$ cat src/design/dpsm_pkg.sv
// ----------------------------------------------------------------------------
// dpsm_pkg
// Shared types and constants of the drive power state machine: state and
// command codes, configuration indexes, beat payloads and status encoding.
// ----------------------------------------------------------------------------
package dpsm_pkg;

	// drive power states
	typedef enum logic [2:0] {
		ST_NOTREADY = 3'd0,
		ST_DISABLED = 3'd1,
		ST_READY    = 3'd2,
		ST_SWON     = 3'd3,
		ST_ENABLED  = 3'd4,
		ST_QSTOP    = 3'd5,
		ST_REACT    = 3'd6,
		ST_FAULT    = 3'd7
	} drv_state_t;

	// drive commands
	typedef enum logic [2:0] {
		CMD_NONE   = 3'd0,
		CMD_RESET  = 3'd1,
		CMD_DISV   = 3'd2,
		CMD_QSTOP  = 3'd3,
		CMD_SHUT   = 3'd4,
		CMD_ENABLE = 3'd5,
		CMD_SWON   = 3'd6
	} cmd_t;

	// step verdict codes
	localparam logic [1:0] STEP_ERROR = 2'd0;
	localparam logic [1:0] STEP_KEEP  = 2'd1;
	localparam logic [1:0] STEP_NEXT  = 2'd2;

	// configuration register indexes
	typedef enum logic [2:0] {
		CFG_USE_CW    = 3'd0,
		CFG_SEQ_SW    = 3'd1,
		CFG_DLY_READY = 3'd2,
		CFG_DLY_SWON  = 3'd3,
		CFG_DLY_EN    = 3'd4
	} cfg_idx_t;

	localparam int CFG_IDX_BITS  = 3;
	localparam int CFG_DATA_BITS = 32;

	// control word bits and masks
	localparam logic [15:0] CW_RESET_BIT  = 16'h0080;
	localparam logic [15:0] CW_VOLTAGE    = 16'h0002;
	localparam logic [15:0] CW_NO_QSTOP   = 16'h0004;
	localparam logic [15:0] CW_SWITCH_ON  = 16'h0001;
	localparam logic [15:0] CW_CMD_MASK   = 16'h000F;
	localparam logic [15:0] CW_CMD_SWON   = 16'h0007;
	localparam logic [15:0] CW_CMD_ENABLE = 16'h000F;
	localparam logic [15:0] SW_STATE_MASK = 16'h006F;

	// input beat
	typedef struct packed {
		logic [15:0] ctrl_word;
		logic [2:0]  host_command;
		logic [1:0]  step_result;
		logic        reaction_done;
		logic [31:0] tick_now;
		logic [15:0] status_extra;
	} in_item_t;

	// result beat
	typedef struct packed {
		logic [2:0]  drive_state;
		logic [15:0] stat_word;
		logic [2:0]  active_command;
		logic        reset_pending;
	} out_item_t;

	// configuration registers
	typedef struct packed {
		logic        use_ctrl_word;
		logic        sequence_switch;
		logic [31:0] delay_to_ready;
		logic [31:0] delay_to_switched_on;
		logic [31:0] delay_to_enabled;
	} cfg_t;

	// narrow control state carried between ticks
	typedef struct packed {
		drv_state_t state;
		logic       delay_armed;
		logic       prev_reset_bit;
		logic       reset_request;
	} ctl_state_t;

	// command decode result
	typedef struct packed {
		cmd_t cmd;
		logic prev_reset_bit;
		logic reset_request;
	} dec_t;

	// status word bits for each state
	function automatic logic [15:0] state_bits(input drv_state_t st);
		logic [15:0] bits;
		bits = 16'h0000;
		unique case (st)
			ST_NOTREADY: bits = 16'h0000;
			ST_DISABLED: bits = 16'h0060;
			ST_READY:    bits = 16'h0021;
			ST_SWON:     bits = 16'h0023;
			ST_ENABLED:  bits = 16'h0027;
			ST_QSTOP:    bits = 16'h0007;
			ST_REACT:    bits = 16'h002F;
			ST_FAULT:    bits = 16'h0028;
			default:     bits = 16'h0000;
		endcase
		return bits;
	endfunction

endpackage

$ cat src/design/dpsm_cmd_dec.sv
// ----------------------------------------------------------------------------
// dpsm_cmd_dec
// Picks the command of a tick from the control word or the host field and, in
// control word mode, latches a fault reset request on a reset bit rising edge.
// ----------------------------------------------------------------------------
module dpsm_cmd_dec (
	input  logic [15:0]        ctrl_word,
	input  logic [2:0]         host_command,
	input  logic               use_ctrl_word,
	input  logic               prev_reset_bit,
	input  logic               reset_request,
	output dpsm_pkg::dec_t     dec
);
	import dpsm_pkg::*;

	logic rb;
	cmd_t cw_cmd;
	cmd_t host_cmd;

	// control word decode by priority
	always_comb begin
		if ((ctrl_word & CW_RESET_BIT) != 16'h0000) begin
			cw_cmd = CMD_RESET;
		end else if ((ctrl_word & CW_VOLTAGE) == 16'h0000) begin
			cw_cmd = CMD_DISV;
		end else if ((ctrl_word & CW_NO_QSTOP) == 16'h0000) begin
			cw_cmd = CMD_QSTOP;
		end else if ((ctrl_word & CW_SWITCH_ON) == 16'h0000) begin
			cw_cmd = CMD_SHUT;
		end else if ((ctrl_word & CW_CMD_MASK) == CW_CMD_ENABLE) begin
			cw_cmd = CMD_ENABLE;
		end else if ((ctrl_word & CW_CMD_MASK) == CW_CMD_SWON) begin
			cw_cmd = CMD_SWON;
		end else begin
			cw_cmd = CMD_NONE;
		end
	end

	// host command, unused code reads as none
	always_comb begin
		unique case (host_command)
			3'd0:    host_cmd = CMD_NONE;
			3'd1:    host_cmd = CMD_RESET;
			3'd2:    host_cmd = CMD_DISV;
			3'd3:    host_cmd = CMD_QSTOP;
			3'd4:    host_cmd = CMD_SHUT;
			3'd5:    host_cmd = CMD_ENABLE;
			3'd6:    host_cmd = CMD_SWON;
			default: host_cmd = CMD_NONE;
		endcase
	end

	assign rb = (ctrl_word & CW_RESET_BIT) != 16'h0000;

	// edge detect only runs in control word mode
	always_comb begin
		if (use_ctrl_word) begin
			dec.cmd            = cw_cmd;
			dec.prev_reset_bit = rb;
			dec.reset_request  = reset_request | (rb & ~prev_reset_bit);
		end else begin
			dec.cmd            = host_cmd;
			dec.prev_reset_bit = prev_reset_bit;
			dec.reset_request  = reset_request;
		end
	end

endmodule

$ cat src/design/dpsm_step.sv
// ----------------------------------------------------------------------------
// dpsm_step
// One pass of the power state machine: transitions, timed advances, fault
// entry and reset, plus the result beat of the tick.
// ----------------------------------------------------------------------------
module dpsm_step #(
	parameter int TICK_BITS = 32
) (
	input  dpsm_pkg::ctl_state_t    cur,
	input  logic [TICK_BITS-1:0]    start_tick,
	input  dpsm_pkg::dec_t          dec,
	input  dpsm_pkg::cfg_t          cfg,
	input  dpsm_pkg::in_item_t      item,
	output dpsm_pkg::ctl_state_t    nxt,
	output logic [TICK_BITS-1:0]    nxt_start_tick,
	output dpsm_pkg::out_item_t     result
);
	import dpsm_pkg::*;

	localparam int CMP_BITS = (TICK_BITS > 32) ? TICK_BITS : 32;

	logic [TICK_BITS-1:0] now;
	logic [TICK_BITS-1:0] base;
	logic [TICK_BITS-1:0] diff;
	logic [31:0]          delay;
	logic                 reached;
	logic                 is_err;
	logic                 is_next;
	cmd_t                 cmd;
	cmd_t                 cmd_out;
	drv_state_t           adv_to;
	logic                 adv_req;

	assign now     = TICK_BITS'(item.tick_now);
	assign cmd     = dec.cmd;
	assign is_err  = item.step_result == STEP_ERROR;
	assign is_next = item.step_result[1];

	// which timed advance this state may ask for
	always_comb begin
		delay   = cfg.delay_to_ready;
		adv_to  = ST_READY;
		adv_req = 1'b0;
		unique case (cur.state)
			ST_DISABLED: begin
				delay   = cfg.delay_to_ready;
				adv_to  = ST_READY;
				adv_req = (cmd == CMD_SHUT) ||
					(cfg.sequence_switch && (cmd == CMD_SWON || cmd == CMD_ENABLE));
			end
			ST_READY: begin
				delay   = cfg.delay_to_switched_on;
				adv_to  = ST_SWON;
				adv_req = (cmd == CMD_SWON) || (cfg.sequence_switch && cmd == CMD_ENABLE);
			end
			ST_SWON: begin
				delay   = cfg.delay_to_enabled;
				adv_to  = ST_ENABLED;
				adv_req = cmd == CMD_ENABLE;
			end
			default: begin
				delay   = cfg.delay_to_ready;
				adv_to  = ST_READY;
				adv_req = 1'b0;
			end
		endcase
	end

	// dwell distance, start taken on the first asking tick
	assign base    = cur.delay_armed ? start_tick : now;
	assign diff    = now - base;
	assign reached = CMP_BITS'(diff) >= CMP_BITS'(delay);

	// next state
	always_comb begin
		nxt            = cur;
		nxt.prev_reset_bit = dec.prev_reset_bit;
		nxt.reset_request  = dec.reset_request;
		nxt_start_tick = start_tick;
		cmd_out        = cmd;
		if (is_err && (cur.state == ST_DISABLED || cur.state == ST_READY ||
				cur.state == ST_SWON || cur.state == ST_ENABLED || cur.state == ST_QSTOP)) begin
			// fault entry, reaction may finish in the same tick
			nxt.reset_request = 1'b0;
			nxt.delay_armed   = 1'b0;
			nxt.state         = item.reaction_done ? ST_FAULT : ST_REACT;
		end else begin
			unique case (cur.state)
				ST_NOTREADY: begin
					nxt.state       = ST_DISABLED;
					nxt.delay_armed = 1'b0;
				end
				ST_DISABLED, ST_READY, ST_SWON: begin
					if (cur.state != ST_DISABLED && cmd == CMD_DISV) begin
						nxt.state       = ST_DISABLED;
						nxt.delay_armed = 1'b0;
					end else if (cur.state == ST_SWON && cmd == CMD_SHUT) begin
						nxt.state       = ST_READY;
						nxt.delay_armed = 1'b0;
					end else if (is_next) begin
						if (adv_req) begin
							nxt_start_tick = base;
							nxt.delay_armed = ~reached;
							if (reached) begin
								nxt.state = adv_to;
							end
						end
					end else begin
						nxt.delay_armed = 1'b0;
					end
				end
				ST_ENABLED: begin
					if (cmd == CMD_DISV) begin
						nxt.state       = ST_DISABLED;
						nxt.delay_armed = 1'b0;
					end else if (cmd == CMD_SHUT) begin
						nxt.state       = ST_READY;
						nxt.delay_armed = 1'b0;
					end else if (cmd == CMD_SWON) begin
						nxt.state       = ST_SWON;
						nxt.delay_armed = 1'b0;
					end else if (cmd == CMD_QSTOP) begin
						nxt.state       = ST_QSTOP;
						nxt.delay_armed = 1'b0;
					end
				end
				ST_QSTOP: begin
					if (is_next) begin
						nxt.state       = ST_DISABLED;
						nxt.delay_armed = 1'b0;
					end
				end
				ST_REACT: begin
					if (is_next) begin
						nxt.state       = ST_FAULT;
						nxt.delay_armed = 1'b0;
					end
				end
				ST_FAULT: begin
					// latched until a reset request is seen
					cmd_out = CMD_NONE;
					if (dec.reset_request) begin
						nxt.state         = ST_DISABLED;
						nxt.delay_armed   = 1'b0;
						nxt.reset_request = 1'b0;
					end
				end
				default: begin
					nxt = cur;
				end
			endcase
		end
	end

	// result beat
	always_comb begin
		result.drive_state    = nxt.state;
		result.stat_word      = (item.status_extra & ~SW_STATE_MASK) | state_bits(nxt.state);
		result.active_command = cmd_out;
		result.reset_pending  = nxt.reset_request;
	end

endmodule

$ cat src/design/drive_power_state_machine_unit.sv
// ----------------------------------------------------------------------------
// drive_power_state_machine_unit
// Drive power state machine: one dispatch tick in, one status beat out.
// ----------------------------------------------------------------------------
// Each accepted tick produces exactly one result beat: the tick is captured in
// an input register, runs combinationally through the command decoder and the
// state step logic, and lands in the result register, which offers the beat.
// A new tick is taken every cycle while the result side keeps up; a stalled
// result beat holds the next tick in the input register and stalls the input.
// The single state register is read and updated once per tick, which keeps the
// rate at one tick per cycle. The configuration registers are written through
// the plain write port and should only change while no tick is in flight.
module drive_power_state_machine_unit #(
	parameter int TICK_BITS = 32
) (
	input  logic                              clk,
	input  logic                              arst_n,
	input  logic                              in_valid,
	output logic                              in_stall,
	input  dpsm_pkg::in_item_t                in_data,
	output logic                              out_valid,
	input  logic                              out_stall,
	output dpsm_pkg::out_item_t               out_data,
	input  logic                              cfg_we,
	input  logic [dpsm_pkg::CFG_IDX_BITS-1:0] cfg_index,
	input  logic [dpsm_pkg::CFG_DATA_BITS-1:0] cfg_data
);
	import dpsm_pkg::*;

	cfg_t                 cfg_q;
	ctl_state_t           ctl_q;
	logic [TICK_BITS-1:0] start_tick_q;
	logic                 valid_s1;
	in_item_t             item_s1;
	logic                 out_valid_q;
	out_item_t            out_data_q;

	dec_t                 dec;
	ctl_state_t           ctl_nxt;
	logic [TICK_BITS-1:0] start_tick_nxt;
	out_item_t            result;
	logic                 fire;
	logic                 accept;

	// handshake
	assign fire     = valid_s1 && (!out_valid_q || !out_stall);
	assign in_stall = valid_s1 && out_valid_q && out_stall;
	assign accept   = in_valid && !in_stall;
	assign out_valid = out_valid_q;
	assign out_data  = out_data_q;

	// configuration registers
	always_ff @(posedge clk or negedge arst_n) begin
		if (!arst_n) begin
			cfg_q.use_ctrl_word        <= 1'b1;
			cfg_q.sequence_switch      <= 1'b0;
			cfg_q.delay_to_ready       <= '0;
			cfg_q.delay_to_switched_on <= '0;
			cfg_q.delay_to_enabled     <= '0;
		end else if (cfg_we) begin
			unique case (cfg_idx_t'(cfg_index))
				CFG_USE_CW:    cfg_q.use_ctrl_word        <= cfg_data[0];
				CFG_SEQ_SW:    cfg_q.sequence_switch      <= cfg_data[0];
				CFG_DLY_READY: cfg_q.delay_to_ready       <= cfg_data;
				CFG_DLY_SWON:  cfg_q.delay_to_switched_on <= cfg_data;
				CFG_DLY_EN:    cfg_q.delay_to_enabled     <= cfg_data;
				default: ;
			endcase
		end
	end

	// input register
	always_ff @(posedge clk or negedge arst_n) begin
		if (!arst_n) begin
			valid_s1 <= 1'b0;
		end else if (accept) begin
			valid_s1 <= 1'b1;
		end else if (fire) begin
			valid_s1 <= 1'b0;
		end
	end

	always_ff @(posedge clk) begin
		if (accept) begin
			item_s1 <= in_data;
		end
	end

	// command decode
	dpsm_cmd_dec u_cmd_dec (
		.ctrl_word        (item_s1.ctrl_word),
		.host_command     (item_s1.host_command),
		.use_ctrl_word    (cfg_q.use_ctrl_word),
		.prev_reset_bit   (ctl_q.prev_reset_bit),
		.reset_request    (ctl_q.reset_request),
		.dec              (dec)
	);

	// state step
	dpsm_step #(
		.TICK_BITS (TICK_BITS)
	) u_step (
		.cur            (ctl_q),
		.start_tick     (start_tick_q),
		.dec            (dec),
		.cfg            (cfg_q),
		.item           (item_s1),
		.nxt            (ctl_nxt),
		.nxt_start_tick (start_tick_nxt),
		.result         (result)
	);

	// machine state
	always_ff @(posedge clk or negedge arst_n) begin
		if (!arst_n) begin
			ctl_q.state          <= ST_NOTREADY;
			ctl_q.delay_armed    <= 1'b0;
			ctl_q.prev_reset_bit <= 1'b0;
			ctl_q.reset_request  <= 1'b0;
			start_tick_q         <= '0;
		end else if (fire) begin
			ctl_q        <= ctl_nxt;
			start_tick_q <= start_tick_nxt;
		end
	end

	// result register
	always_ff @(posedge clk or negedge arst_n) begin
		if (!arst_n) begin
			out_valid_q <= 1'b0;
		end else if (fire) begin
			out_valid_q <= 1'b1;
		end else if (!out_stall) begin
			out_valid_q <= 1'b0;
		end
	end

	always_ff @(posedge clk) begin
		if (fire) begin
			out_data_q <= result;
		end
	end

	// checks
	a_fault_no_cmd: assert property (@(posedge clk) disable iff (!arst_n)
		(fire && ctl_q.state == ST_FAULT) |=> out_data_q.active_command == CMD_NONE)
		else $error("fault tick reported a command");

	a_notready_leaves: assert property (@(posedge clk) disable iff (!arst_n)
		(fire && ctl_q.state == ST_NOTREADY) |=> ctl_q.state == ST_DISABLED)
		else $error("not ready did not move to switch on disabled");

	a_result_tracks_state: assert property (@(posedge clk) disable iff (!arst_n)
		fire |=> out_data_q.drive_state == ctl_q.state)
		else $error("result beat disagrees with state register");

	a_empty_no_stall: assert property (@(posedge clk) disable iff (!arst_n)
		!valid_s1 |-> !in_stall)
		else $error("input stalled with empty input register");

endmodule

$ cat config.mk
export PLATFORM = sky130hd
export DESIGN_NAME = drive_power_state_machine_unit
export DESIGN_NICKNAME = d
export VERILOG_FILES = /design/src/design/dpsm_pkg.sv /design/src/design/dpsm_cmd_dec.sv /design/src/design/dpsm_step.sv /design/src/design/drive_power_state_machine_unit.sv
export SDC_FILE = /design/constraint.sdc
export NUM_CORES = 1
export LEC_CHECK = 0
export BUFFER_PORTS_ARGS = -buffer_cell sky130_fd_sc_hd__buf_2
export CAP_MARGIN = 25
export CORE_MARGIN = 8
export CORE_UTILIZATION = 30
export CTS_CLUSTER_SIZE = 24
export DETAILED_ROUTE_END_ITERATION = 8
export SYNTH_ARGS = -nofsm -noshare
export SYNTH_HDL_FRONTEND = slang
export SYNTH_SLANG_ARGS = --single-unit
$ cat constraint.sdc
create_clock -name clk -period 7.4 [get_ports clk]
set_input_delay 1.11 -clock clk [delete_from_list [all_inputs] [get_ports clk]]
set_output_delay 1.11 -clock clk [all_outputs]
set_load 0.02 [all_outputs]
==> results.md, run 1 <==
Outcome:
- The run finished with clean final reports.

Floorplan:
- The width of the chip is around 210 um.
- The number of placement rows is 70.
- For this design the top-level I/O count stands at ~140.
- The floorplan step set the die height to 209 um.
- For this configuration, the core starts out at a cell density of between 30 and 40%.
- The die covers roughly 44000 sq um.
- The area inside the core boundary is ~37000 sq um.

Synth:
- The cell taking the most area after synthesis is dfrtp_1.
- Synthesis produced a netlist with a net count of about 1100.
- The synthesized netlist contains 68 unique library cells.
- The mapped netlist covers between 10000 and 15000 sq um.
- Counting every instance in the synthesized netlist gives roughly 960.
- The post-synthesis sequential area ratio is a little over 50%.
- Synthesis inferred approximately 210 register bits.
- For this run, asynchronously set or reset flops after synthesis account for 64.5%.
- Counting flops with a built-in enable in the synthesized netlist gives 76.
- The top-area cell type share of the netlist area is a little under a third.
- The Yosys step of the flow raised 0 warnings.
- In the post-synthesis netlist, the biggest area contributors are dfrtp_1 (31%), edfxtp_1 (20%), mux2_2 (10%), ha_1 (7.2%), mux2i_1 (5.6%).
- The predominant post-synthesis flop cell is dfrtp_1.
- Averaged over all synthesized cells, the footprint is about 12 sq um.

GRT:
- The number of antenna violations at the first check in global routing is 11.
- The maximum number of pins on one net before global-route repair is 91.
- Global routing consumed, on the met2 layer, 19.3% of the routing resources.
- The met3 demand-to-capacity share in global routing is 3.10%.
- The first-pass GRT wire length is 40.9 mm.
- The via count of the first global-routing pass is about 7700.
- Summed over all layers, the global routing overflow is 0.
- In the global route stage, met1 resource usage came out at approximately 14%.
- The most crowded layer after global routing is met2.
- The overall routing resource usage is approximately 11%.

Clock network:
- Gates resized during post-CTS repair numbered 0.
- The deepest level of the CTS H-tree is 1.
- Clock-pin slew was measured on the worst setup and hold paths at around 60 ps.
- For this design, the sink count on the clock tree is ~210.
- The tree is rooted in a clkbuf_16.
- TritonCTS built the clock tree.
- In this run, CTS created clock tree buffers numbering 25.
- The quantity of hold-fixing buffers added after cts is 0.
- The clock passes through at most 3 buffers.
- The insertion delay to the later sink of the worst-skew pair is between 500 and 600 ps.
- The number of post-CTS setup repair buffers is 0.

Hold path:
- The tightest min-delay check is of the flip-flop to flip-flop type.

Route:
- The first routing iteration left 253 violations.
- The total length of routed wires is 25.2 mm.
- In this run the remaining antenna-violating nets after routing total 0.
- The via density per instance is 4.81.
- Across all layers, the routed design uses ~7500 vias.
- The average routed wire per standard cell is 16.1 um.
- The detailed-route DRC error count is 0.
- The iteration count of the initial detailed-routing pass is 4.

Critical path:
- The kind of critical path is flip-flop to flip-flop.
- Of all nets on the critical path, the largest fanout is 19.
- The category of the worst setup path capture point is a flip-flop.
- Across all register-to-register paths, the minimum setup slack is around 1200 ps.
- The worst setup path is launched from a flip-flop.
- The worst stage delay on the critical path is about 720 ps.
- The largest individual stage delay along the critical path comes from the cell dfrtp_2.
- The worst endpoint required time is between 7000 and 8000 ps.
- The most used cell along the critical path is a21oi_1.
- The worst path arrival time is ~6500 ps.

Place:
- The total half-perimeter wirelength after legalization and detailed placement is around 18 mm.
- Before CTS, the worst setup slack after placement is roughly 1000 ps.
- In this run the cell area measured after placement is around 12000 sq um.
- The congestion estimate from routability-driven global placement came to between 0.8 and 0.9.
- The quantity of I/O buffers inserted on ports is around 120.

STA:
- The hold violation count in the final report is 0.
- Setup violations remaining at the end of the flow were counted as 0.
- The summed negative setup slack over all endpoints is 0 ps.
- The relative slew slack is 35.8%.
- After layout, the worst path uses between 80 and 90% of the clock period.
- The number of max-slew violations in the final report was 0.
- The final worst-path setup slack is 1150 ps.
- Static timing analysis puts the maximum clock frequency at approximately 0.16 GHz.
- At the pin with the least slew margin, the transition time is about 960 ps.
- On the final layout, the worst clock skew is ~13 ps.
- Setup repair after global routing left no endpoint under its margin.
- The final critical delay including setup and external delays is about 6200 ps.

Power and ir drop:
- In this run the static leakage power is around 0.0056 uW.
- The areal power density over the cells is approximately 330 nW/um^2.
- Across the VDD grid, the largest voltage drop is about 0.00014 V.

Flow run:
- Across the run, the number of max-cap violations was 0.

Layout:
- The share of cells above drive strength 1 is a little over a quarter.
- The final net count is 1250.
- The post-route standard cell area excluding fillers is 13200 sq um.
- Relative to the synthesized area, the layout overhead comes to 18.3%.
-- cells in the mapped netlist (6+ instances only) --
master / instances
dfrtp_1: 137
nand3_1: 14
buf_1: 7
o21ai_0: 57
nand2b_1: 12
clkbuf_1: 30
mux2_2: 100
nor2_1: 74
inv_1: 17
and3_1: 7
ha_1: 64
nor3_1: 6
nand2_1: 73
edfxtp_1: 76
xor2_1: 10
xnor2_1: 23
a21o_1: 14
o21bai_1: 6
nand4_1: 6
mux2i_1: 62
a21oi_1: 88
-- final timing paths --
path | start | endpoint | depth (start not counted)
setup / recovery | ctl_q[2] | out_data[5] | 25
hold / removal | item_s1[4] | out_data[8] | 0
setup reg to reg | ctl_q[2] | out_data[5] | 25
hold reg to reg | item_s1[4] | out_data[8] | 0
max in group asynchronous | arst_n | ctl_q[2] | 2
min in group asynchronous | arst_n | cfg_q[37] | 1
-- sequential cells by signal, indices dropped and copies added, names as in the netlist --
signal	cells
cfg_q	98
ctl_q	6
item_s1	53
out_data	23
out_valid	1
start_tick_q	32
valid_s1	1
-- through the flow --
stage | total power, uW | cells | hold WS (ps) | utilization (%)
after floorplan | 2770 | 958 | 400 | -
after global placement | 3080 | 1515 | 401 | 33.5
after detailed placement | 3130 | 1515 | 405 | 33.5
after CTS | 4440 | 1560 | 420 | 35.9
after global routing | 4710 | 1561 | 422 | 36.0
final | 4380 | 1564 | 420 | 36.0
-- layer usage --
metal	routed length, um	up-vias
met3	1340	51
met2	12100	110
met1	11100	3611
met5	103	-
li1	-	3735
met4	587	18
-- cell families after synthesis --
group,Yosys count,synth area share (%)
adder cells (fa/ha/maj),65,7.37
AO/OA/AOI/OAI,209,11.5
multiplexers,163,15.8
flip-flops,214,51.5
buffers and inverters,55,1.92
XOR/XNOR,33,2.59
AND/OR/NAND/NOR,219,9.41
-- cell usage in the layout (no fill, tap or decap), drive strengths merged, types with 4 or more instances in the layout --
| cell | instances |
|---|---|
| dfrtp | 137 |
| buf | 128 |
| mux2 | 101 |
| a21oi | 88 |
| edfxtp | 76 |
| nor2 | 74 |
| nand2 | 73 |
| ha | 64 |
| mux2i | 62 |
| o21ai | 60 |
| clkbuf | 36 |
| xnor2 | 23 |
| inv | 18 |
| a21o | 14 |
| nand3 | 14 |
| nand2b | 12 |
| xor2 | 10 |
| and3 | 7 |
| nand4 | 6 |
| o21bai | 6 |
| nor3 | 6 |
| clkinv | 6 |
| o21a | 5 |
| nor2b | 5 |
| nor4 | 5 |
| o211ai | 4 |
| a211oi | 4 |
-- layout make-up --
| type | count | area, sq um |
|---|---|---|
| Antenna cell | 3 | 7.51 |
| Clock buffer | 36 | 776 |
| Clock inverter | 9 | 103 |
| Fill cell | 3607 | 23400 |
| Inverter | 17 | 63.8 |
| Multi-Input combinational cell | 689 | 5210 |
| Sequential cell | 214 | 5740 |
| Tap cell | 468 | 586 |
| Timing Repair Buffer | 128 | 694 |
-- critical path, delay by kind of cell (launching register included) --
kind / cells / cell delay [ps]
AO/OA/AOI/OAI: 13 / 2600
AND/OR/NAND/NOR: 6 / 1380
adder cells (fa/ha/maj): 3 / 940
flip-flops: 1 / 720
buffers and inverters: 2 / 240
XOR/XNOR: 1 / 90
-- power by group --
group          switching (uW)  leakage [uW]  total (uW)  internal [uW]
Clock                     488      0.000438        1290            799
Combinational             769       0.00272        1400            629
Sequential                178       0.00242        1690           1520
Total                    1430       0.00558        4380           2940
Note: power is estimated with default switching activity, not from simulation.
==> inputs of run 2 (changes only) <==
--- a/config.mk
+++ b/config.mk
@@ -5,6 +5,7 @@
 export SDC_FILE = /design/constraint.sdc
 export NUM_CORES = 1
 export LEC_CHECK = 0
+export ABC_AREA = 1
 export BUFFER_PORTS_ARGS = -buffer_cell sky130_fd_sc_hd__buf_2
 export CAP_MARGIN = 25
 export CORE_MARGIN = 8
==> constraint.sdc (replaced) <==
create_clock -name clk -period 6.37 [get_ports clk]
set_input_delay 0.9555 -clock clk [delete_from_list [all_inputs] [get_ports clk]]
set_output_delay 0.9555 -clock clk [all_outputs]
set_load 0.02 [all_outputs]
==> results.md, run 2 <==
Synth:
- The simple logic cell fraction of the synthesized area is between 10% and 20%.
- The number of flops mapped to enable cells by yosys is 76.
- The xor/xnor cell area share of the yosys netlist is under 10%.
- The post-synthesis average cell area is ~10 sq um.
- The fraction of the mapped netlist area in compound gates is 15.8%.
- The mapped netlist covers about 11000 sq um.
- The area share of fa/ha/maj cells after synthesis is between 7 and 8%.
- The cell taking the most area after synthesis is dfrtp_1.
- The predominant post-synthesis flop cell is dfrtp_1.
- Yosys attributes the largest share of cell area to dfrtp_1 (31%), edfxtp_1 (21%), nand2_1 (7.9%), ha_1 (7.2%), o21ai_0 (5.7%).
- The number of warning messages in the yosys log is 0.
- Sequential cells were found to cover between 50% and 60% of the synthesized design area.
- The net count of the mapped netlist is about 1300.
- After synthesis the netlist holds a flip-flop and latch count of 214.
- By count the netlist is led by nand2_1 (234), dfrtp_1 (137), o21ai_0 (126).
- Synthesis instantiated between 40 and 50 different standard cells from the library.
- Synthesis handed over a netlist of 1132 instances.
- The leading cell type by number of instances after synthesis is nand2_1.
- After synthesis, the share of flip-flops with an asynchronous set or reset is 64.5%.
- Of the post-synthesis cell area, the dominant cell type holds a little under a third.
- Multiplexer cells account for approximately 2.8% of the synthesized area.
- After synthesis, the largest family of logic cells by area is compound AO/OA/AOI/OAI gates.

Layout:
- The flip-flop count of the largest register, all copies and words added is about 100.
- The largest registers in the layout are cfg_q: 98 flops, item_s1: 53 flops, start_tick_q: 32 flops.
- In the layout the commonest cells are nand2_1 (234), dfrtp_1 (136), o21ai_0 (126).
- The post-route netlist has 19.9% of its cells at a drive strength greater than 1.
- 0 antenna diodes ended up in the layout.
- The signed area change from the synthesized netlist to the final layout is 17.6%.
- The register area is 5740 sq um.
- The largest register by flop count is cfg_q.
- Leaving out fill and tap cells, the most frequent cell in the layout is nand2_1.
- The multi-input gate area in the final layout is a little under 5000 sq um.
- Fill cells in the final layout number 3696.
- The count of placed standard cells in the final layout, fillers left out is 1733.
- The final net count is between 1000 and 1500.

Outcome:
- The flow ran to the end, and the final reports show no timing, DRC or antenna violations.

GRT:
- The overall routing resource usage is 11.9%.
- The via count of the first global-routing pass is 8074.
- The maximum number of pins on one net before global-route repair is around 80.
- The first-pass GRT wire length is roughly 43 mm.
- The number of antenna violations at the first check in global routing was 0.
- The total grt overflow is 0.

Place:
- The number of placed instances, taps included, is 1689.
- The wire-length estimate of the detail-placed layout is 18.4 mm.
- During placement, the flow inserted port buffers numbering between 100 and 150.
- At the end of routability-driven placement, the weighted congestion stood at about 0.84.

Route:
- The average routed wire per standard cell is roughly 15 um.
- After detailed routing, the number of remaining DRC violations is 0.
- The via density per instance is approximately 4.6.
- The iteration count of the initial detailed-routing pass is 5.
- The vias after detailed routing is 8002.
- The count of nets left with antenna violations once routing finished came out at 0.
- The routed design has ~26 mm of wire.
- For this block, the initial DRC count from the detailed router was 415.

Clock network:
- The quantity of hold-fixing buffers added after cts is 0.
- After clock tree synthesis, the clock-pin slew on the worst setup and hold paths is 70 ps.
- The tree built by TritonCTS fans out to between 200 and 250 sinks.
- The clock reaches the later pin of the worst-skew pair after between 500 and 600 ps.
- The number of gates resized after CTS was 0.
- The deepest level of the CTS H-tree is 1.
- Once the clock tree was built, the setup fixing pass inserted 0 buffers.
- The maximum buffer depth of the clock tree is 3.
- The clock tree from TritonCTS is yes.
- The TritonCTS buffer count is 24.
- The CTS root buffer is clkbuf_16.

Floorplan:
- For this configuration, the core starts out at a cell density of 30.4%.
- The floorplan has 70 rows.
- The die footprint is approximately 43000 sq um.
- The die is between 200 and 250 um wide.
- Measured along the y axis, the die boundary spans around 210 um.
- The area inside the core boundary is ~37000 sq um.
- Pin placement for this block handled between 100 and 150 I/O pins.

Critical path:
- The worst path arrival time is ~5600 ps.
- The worst endpoint required time is about 6700 ps.
- The worst stage delay on the critical path is 890 ps.
- By startpoint and endpoint, the worst setup path is classified as flip-flop to flip-flop.
- The standard cell with the maximum stage delay on the critical path is dfrtp_2.
- The worst setup path is captured at a flip-flop.
- The most numerous cell type found on the critical path is nand2_1.
- The top fanout value on the critical path is 28.
- STA classifies the critical path startpoint as a flip-flop.

STA:
- The number of max-slew violations in the final report is 0.
- For the final routed database, the setup TNS stands at 0 ps.
- The hold violation count in the final report came to 0.
- The final count of negative-setup-slack endpoints is 0.
- For the pin with the worst max-slew slack, the measured transition is about 870 ps.
- For the final database, setup skew stands at about 11 ps.
- Timing would allow up to roughly 0.19 GHz.
- Setup repair after global routing left no endpoint under its margin.
- The ratio of final minimum period to clock period is a little over four fifths.
- The routed design could run at a clock period as short as 5340 ps.
- The relative slew slack is a little over two fifths.

Hold path:
- The min-delay analysis places its worst path in the category flip-flop to flip-flop.

Power and ir drop:
- The peak ir drop on the vdd network is between 0.0002 and 0.00025 V.
- The static leakage is 0.00592 uW.
- The areal power density over the cells is 389 nW/um^2.

Flow run:
- Across the run, the number of max-cap violations was 0.
[run 2: cell count changes in the layout (fill, tap and decap cells not counted), moves of 24 or more]
cell      previous run  this run
nand2_1             73       234
o22ai_1              1        35
o21ai_0             57       126
nand2_2              0        25
inv_1               17        84
mux2_2             100         0
nor2_1              73        49
o21ai_2              0        30
o21bai_1             6        32
a21oi_1             88        49
mux2i_1             62        31
[run 2: layout make-up]
cell class              instances  area share [%]
inverters                      91            2.66
well taps                     468            4.49
repair buffers                127            5.11
clock inverters                12            1.50
flip-flops and latches        214            44.0
multi-input cells             789            37.0
clock buffers                  32            5.23
[run 2: worst max-delay path: cells and delay by family, from the launching register on]
kind / cells / cell delay (ps)
adder cells (fa/ha/maj): 3 / 900
flip-flops: 1 / 890
XOR/XNOR: 1 / 160
AO/OA/AOI/OAI: 4 / 810
AND/OR/NAND/NOR: 20 / 2250
buffers and inverters: 1 / 60
[run 2: worst paths after layout]
check                           slack (ps)           end  depth (start not counted)        start
min in group asynchronous              480      cfg_q[2]                          1       arst_n
worst max register to register        1030   out_data[5]                         29     ctl_q[2]
max in group asynchronous             4610      ctl_q[2]                          2       arst_n
worst min-delay path                   420  out_data[17]                          0  item_s1[13]
worst max-delay path                  1030   out_data[5]                         29     ctl_q[2]
worst min register to register         420  out_data[17]                          0  item_s1[13]
[run 2: logic make-up (layout without fill, tap and decap cells)]
group,count (synthesis),count (layout)
AO/OA/AOI/OAI,294,294
multiplexers,31,31
XOR/XNOR,31,31
adder cells (fa/ha/maj),65,65
flip-flops,214,214
AND/OR/NAND/NOR,368,368
buffers and inverters,129,262
[run 2: report_power, final]
| group | switching, uW | total (uW) | internal [uW] |
|---|---|---|---|
| logic | 1040 | 1710 | 670 |
| clock network | 571 | 1530 | 957 |
| registers | 137 | 1830 | 1700 |
[run 2: per-layer routing]
metal	GRT usage (%)	up-vias	wire length, um
met2	19.6	119	12200
met4	3.16	0	372
met1	16.1	3729	12600
met5	0	-	0
li1	-	4131	-
met3	1.92	23	915
[run 2: metrics by stage]
stage / util, % / worst slack, ps / hold WS [ps] / cell area [sq um] / power [uW]
global route: 35.7 / 475 / 423 / 13000 / 5440
floorplan: - / 1680 / 400 / 11100 / 3120
finish: 35.7 / 1030 / 418 / 13000 / 5070
CTS: 35.7 / 904 / 420 / 13000 / 5140
global placement: 33.3 / 1020 / 400 / 12200 / 3540
detailed placement: 33.3 / 946 / 406 / 12200 / 3580
